==> src/sv/slsu_pkg.sv <==
// Shared types and constants for the segmented load/store unit.
// No dependencies; imported by slsu_ctrl, slsu_datapath and the top level.
`timescale 1ns / 1ps

package slsu_pkg;

   // physical memory
   localparam int unsigned MEM_BYTES = 1048576;
   localparam int unsigned PA_W      = 20;

   // segment bounds and offsets
   localparam logic [31:0] STACK_LO   = 32'h7FF8_0000;
   localparam logic [31:0] STACK_HI   = 32'h7FFF_FFFC;
   localparam logic [31:0] STACK_OFFS = 32'h7FF0_0000;
   localparam logic [31:0] DATA_LO    = 32'h1000_0000;
   localparam logic [31:0] DATA_END   = 32'h1004_0000;
   localparam logic [31:0] DATA_OFFS  = 32'h0FFC_0000;
   localparam logic [31:0] TEXT_END   = 32'h0004_0000;

   // status codes
   localparam logic [1:0] ST_OK    = 2'd0;
   localparam logic [1:0] ST_SEGV  = 2'd1;
   localparam logic [1:0] ST_ALIGN = 2'd2;

   // access size codes
   localparam logic [1:0] SZ_BYTE = 2'd0;
   localparam logic [1:0] SZ_HALF = 2'd1;
   localparam logic [1:0] SZ_WORD = 2'd2;

   // action codes
   localparam logic ACT_LOAD  = 1'b0;
   localparam logic ACT_STORE = 1'b1;

   typedef enum logic [1:0] {
      S_IDLE,
      S_ACCESS,
      S_DONE
   } ctrl_state_type;

   // controller -> datapath
   typedef struct packed {
      logic load;      // capture request fields
      logic issue;     // one byte access to memory
      logic out_load;  // move result into output register
   } cmd_type;

   // datapath -> controller
   typedef struct packed {
      logic fault;     // captured request faulted
      logic last;      // current byte is the final one
      logic out_busy;  // output register held by a stall
   } sts_type;

endpackage

==> src/sv/slsu_ctrl.sv <==
// Controller state machine for the segmented load/store unit.
// Depends on slsu_pkg; drives command signals to slsu_datapath.
`timescale 1ns / 1ps

module slsu_ctrl (
   input  logic             clock,
   input  logic             reset,
   input  logic             req_valid,
   output logic             req_stall,
   input  slsu_pkg::sts_type sts,
   output slsu_pkg::cmd_type cmd
);
   import slsu_pkg::*;

   ctrl_state_type state_ff, state_in;

   always_ff @(posedge clock) begin
      if (reset) begin
         state_ff <= S_IDLE;
      end else begin
         state_ff <= state_in;
      end
   end

   always_comb begin
      state_in  = state_ff;
      req_stall = 1'b1;
      cmd       = '0;
      case (state_ff)
         S_IDLE: begin
            req_stall = 1'b0;
            if (req_valid) begin
               cmd.load = 1'b1;
               state_in = S_ACCESS;
            end
         end
         S_ACCESS: begin
            if (sts.fault) begin
               state_in = S_DONE;
            end else begin
               cmd.issue = 1'b1;
               if (sts.last) begin
                  state_in = S_DONE;
               end
            end
         end
         S_DONE: begin
            if (!sts.out_busy) begin
               cmd.out_load = 1'b1;
               state_in     = S_IDLE;
            end
         end
         default: begin
            state_in = S_IDLE;
         end
      endcase
   end

`ifndef SYNTHESIS
   // a faulted access never touches memory
   a_no_issue_on_fault: assert property (@(posedge clock) disable iff (reset)
      cmd.issue |-> !sts.fault)
      else $error("memory access issued for a faulted request");

   // every accepted request is followed by memory work or the result step
   a_accept_then_access: assert property (@(posedge clock) disable iff (reset)
      (req_valid && !req_stall) |=> (state_ff == S_ACCESS))
      else $error("accepted request did not start an access");
`endif

endmodule

==> config.mk <==
export PLATFORM = sky130hd
export DESIGN_NAME = slsu_ctrl
export DESIGN_NICKNAME = d
export VERILOG_FILES = /design/src/sv/slsu_pkg.sv /design/src/sv/slsu_ctrl.sv
export SDC_FILE = /design/constraint.sdc
export NUM_CORES = 1
export LEC_CHECK = 0
export BUFFER_PORTS_ARGS = -buffer_cell sky130_fd_sc_hd__buf_2
export CAP_MARGIN = 40
export CORE_AREA = 2 2 39 41
export CTS_CLUSTER_SIZE = 12
export DETAILED_ROUTE_END_ITERATION = 10
export DIE_AREA = 0 0 41 43
export PLACE_DENSITY = 0.3
export SYNTH_ARGS = -nofsm -noshare
export SYNTH_HDL_FRONTEND = slang
export SYNTH_SLANG_ARGS = --single-unit
==> constraint.sdc <==
create_clock -name clock -period 1.6 [get_ports clock]
set_input_delay 0.16 -clock clock [delete_from_list [all_inputs] [get_ports clock]]
set_output_delay 0.16 -clock clock [all_outputs]
set_load 0.03 [all_outputs]
==> key figures <==
Worst setup path
  – Reg2Reg Depth: 2
  – CP cell instances: or2_2 -> nor2_1 -> buf_2
  – Reg2reg start: state_ff[0]
  – Critical path fanouts, max: 6
  – CP Capture Type: output port
  – Crit Reg-Reg Endpoint: state_ff[1]
  – CP max stage delay: 330 ps
  – Crit path DAT: 1160 ps
  – Reg2reg setup slack: 650 ps
  – Worst Setup Start Kind: register
  – Slowest CP cell: dfxtp_1
  – Crit Path Class: reg2out
  – Worst EP required: 1440 ps

Run status
  – Outcome: complete, no violations

Global route
  – Grt ovf: 0
  – Global-route wire length before repair: 496 microns
  – Largest net degree at the start of global routing: 7
  – Vias in the first global route: 143
  – Initial antenna violation count: 0
  – Tot GR Track Use: 4.905%

Cells and area
  – Biggest regs: state_ff (2)
  – Final Instance Area: 200.2 sq um
  – Area Overhead vs Synth: 77.78%
  – Fin nets: 33
  – Top reg by flops: state_ff
  – Final core utilization: 14.47%
  – Max FFs per register: 2
  – Final Non-Filler Cells: 41
  – Antenna diode instance count: 0
  – Fraction of layout cells with a size suffix above 1: 56.00%

Routing
  – Router iterations before antenna repair: 4
  – Via count: 134
  – DRT iter0 DRCs: 4
  – Routed WL: 350 microns
  – Drt drc: 0
  – Routed WL per cell: 8.537 microns
  – Antenna Violating Nets Remaining: 0
  – Avg Vias per Cell: 3.268

Clocking
  – Clock slew at reported path FFs: 30 ps
  – # clock sinks: 2
  – Cts bufs inserted: 3
  – CTS resizes: 0
  – Clk Latency, worst-skew pair: 220 ps
  – CTS tree: done
  – Clock root cell: clkbuf_4
  – Hold buffers post-CTS: 0
  – Clock buffer depth: 2
  – Number of post-CTS setup repair buffers: 0
  – # H-tree levels: 1

Synthesis
  – Seq/Total Area, Yosys: 35.56%
  – Yosys reg bits: 2
  – Mapped cell area: 112.6 sq um
  – Cell count after synthesis: 13
  – Synth Area per Inst: 8.662 sq um
  – Number of library cell types mapped by synthesis: 10
  – Syn nets: 19
  – Synth Warn #: 0

Timing
  – RSZ-0062 raised after global routing: false
  – Worst hold slack: 120.7 ps
  – Worst clock skew: 1.167 ps
  – Final setup TNS: 0 ps
  – Peak Freq: 756.3 MHz
  – Min Clock Period, post-route: 1322 ps
  – Worst-Margin Slew: 169.2 ps
  – Rel. slew slack: 88.70%
  – Slew Viols, Final: 0
  – Final Hold Vio Count: 0
  – # setup viols final: 0
  – Final Cycle Share: 82.64%
  – Final WS setup: 277.8 ps

Power and ir drop
  – Total power divided by cell area: 1051 mW/mm^2
  – Pwr Total: 0.2103 mW
  – Leak pwr: 0.09593 nW
  – Peak VDD IR: 0.1525 mV

Worst hold path
  – Hold path depth: 2
  – Min-Delay Startpoint: reset
  – Hold Path Sink: state_ff[1]
  – Min-Delay Path Class: in2reg

Place
  – IO Port Bufs: 9
  – Placement Cell Area: 177.7 sq um
  – Placed cells: 38
  – Placer Congestion: 0.5072
  – Pre-CTS setup slack: 508.4 ps

Die
  – CORE AREA: 0.001384 sq mm
  – Die ar.: 0.001763 sq mm
  – Height of the chip: 43 microns
  – Cell row count: 14
  – Chip width: 41 microns
  – Initial core utilization: 8.137%
  – I/O Pins: 10

Run
  – Maxcap violations: 0
## routing by layer
layer	global-route usage (%)	vias up	routed length [microns]
li1	-	70	-
met1	3.822	54	152
met2	5.938	10	126
met3	4.712	0	71
met4	6.000	0	0
met5	0	-	0
## placed cells by master (no fill, tap or decap)
cell      n
a21oi_2   1
dfxtp_1   2
or3b_1    1
clkbuf_4  3
mux2i_1   1
nand3b_1  1
or2_2     1
nor3_1    1
inv_1     1
buf_2     9
nor2_1    2
nor3b_1   2
## how the worst max path moves through the flow
| stage | startpoint | end |
|---|---|---|
| CTS | state_ff[1] | cmd[2] |
| finish | state_ff[1] | cmd[2] |
| global route | state_ff[1] | cmd[2] |
| detailed placement | state_ff[1] | cmd[2] |
| floorplan | state_ff[1] | cmd[2] |
| global placement | state_ff[1] | cmd[2] |
## worst max-delay path: cells and delay by family, from the launching register on
family	cells	cell delay, ps
buffers and inverters	1	200
DFF	1	330
and+or+nand+nor	2	410
## layout make-up
class	count	area [sq um]
multi-input combinational	10	68.82
fill	156	1184
timing repair buffer	9	45.04
inverter	1	3.754
clock buffer	3	22.52
tap	16	20.02
sequential	2	40.04
## Yosys cell counts, drive strengths merged
library cell	instances	share of area, %
dfxtp	2	36
nor2	2	6.7
nor3b	2	13
a21oi	1	7.8
inv	1	3.3
mux2i	1	8.9
nand3b	1	6.7
nor3	1	4.4
or2	1	5.6
or3b	1	7.8
## cells by family (layout without fill, tap and decap cells)
family	Yosys count	count (layout)	share of synthesized area (%)
compound gates	1	1	7.779
buf+inv	1	13	3.330
flops	2	2	35.56
mux	1	1	8.889
simple gates	8	8	44.45
## power breakdown
group / total, mW / leakage, nW / internal (mW) / switching, mW
clock network: 0.109 / 0.0138 / 0.0826 / 0.0265
registers: 0.0577 / 0.0165 / 0.0537 / 0.00410
logic: 0.0435 / 0.0657 / 0.0177 / 0.0259
No activity file was read; power rests on OpenSTA's default activity.
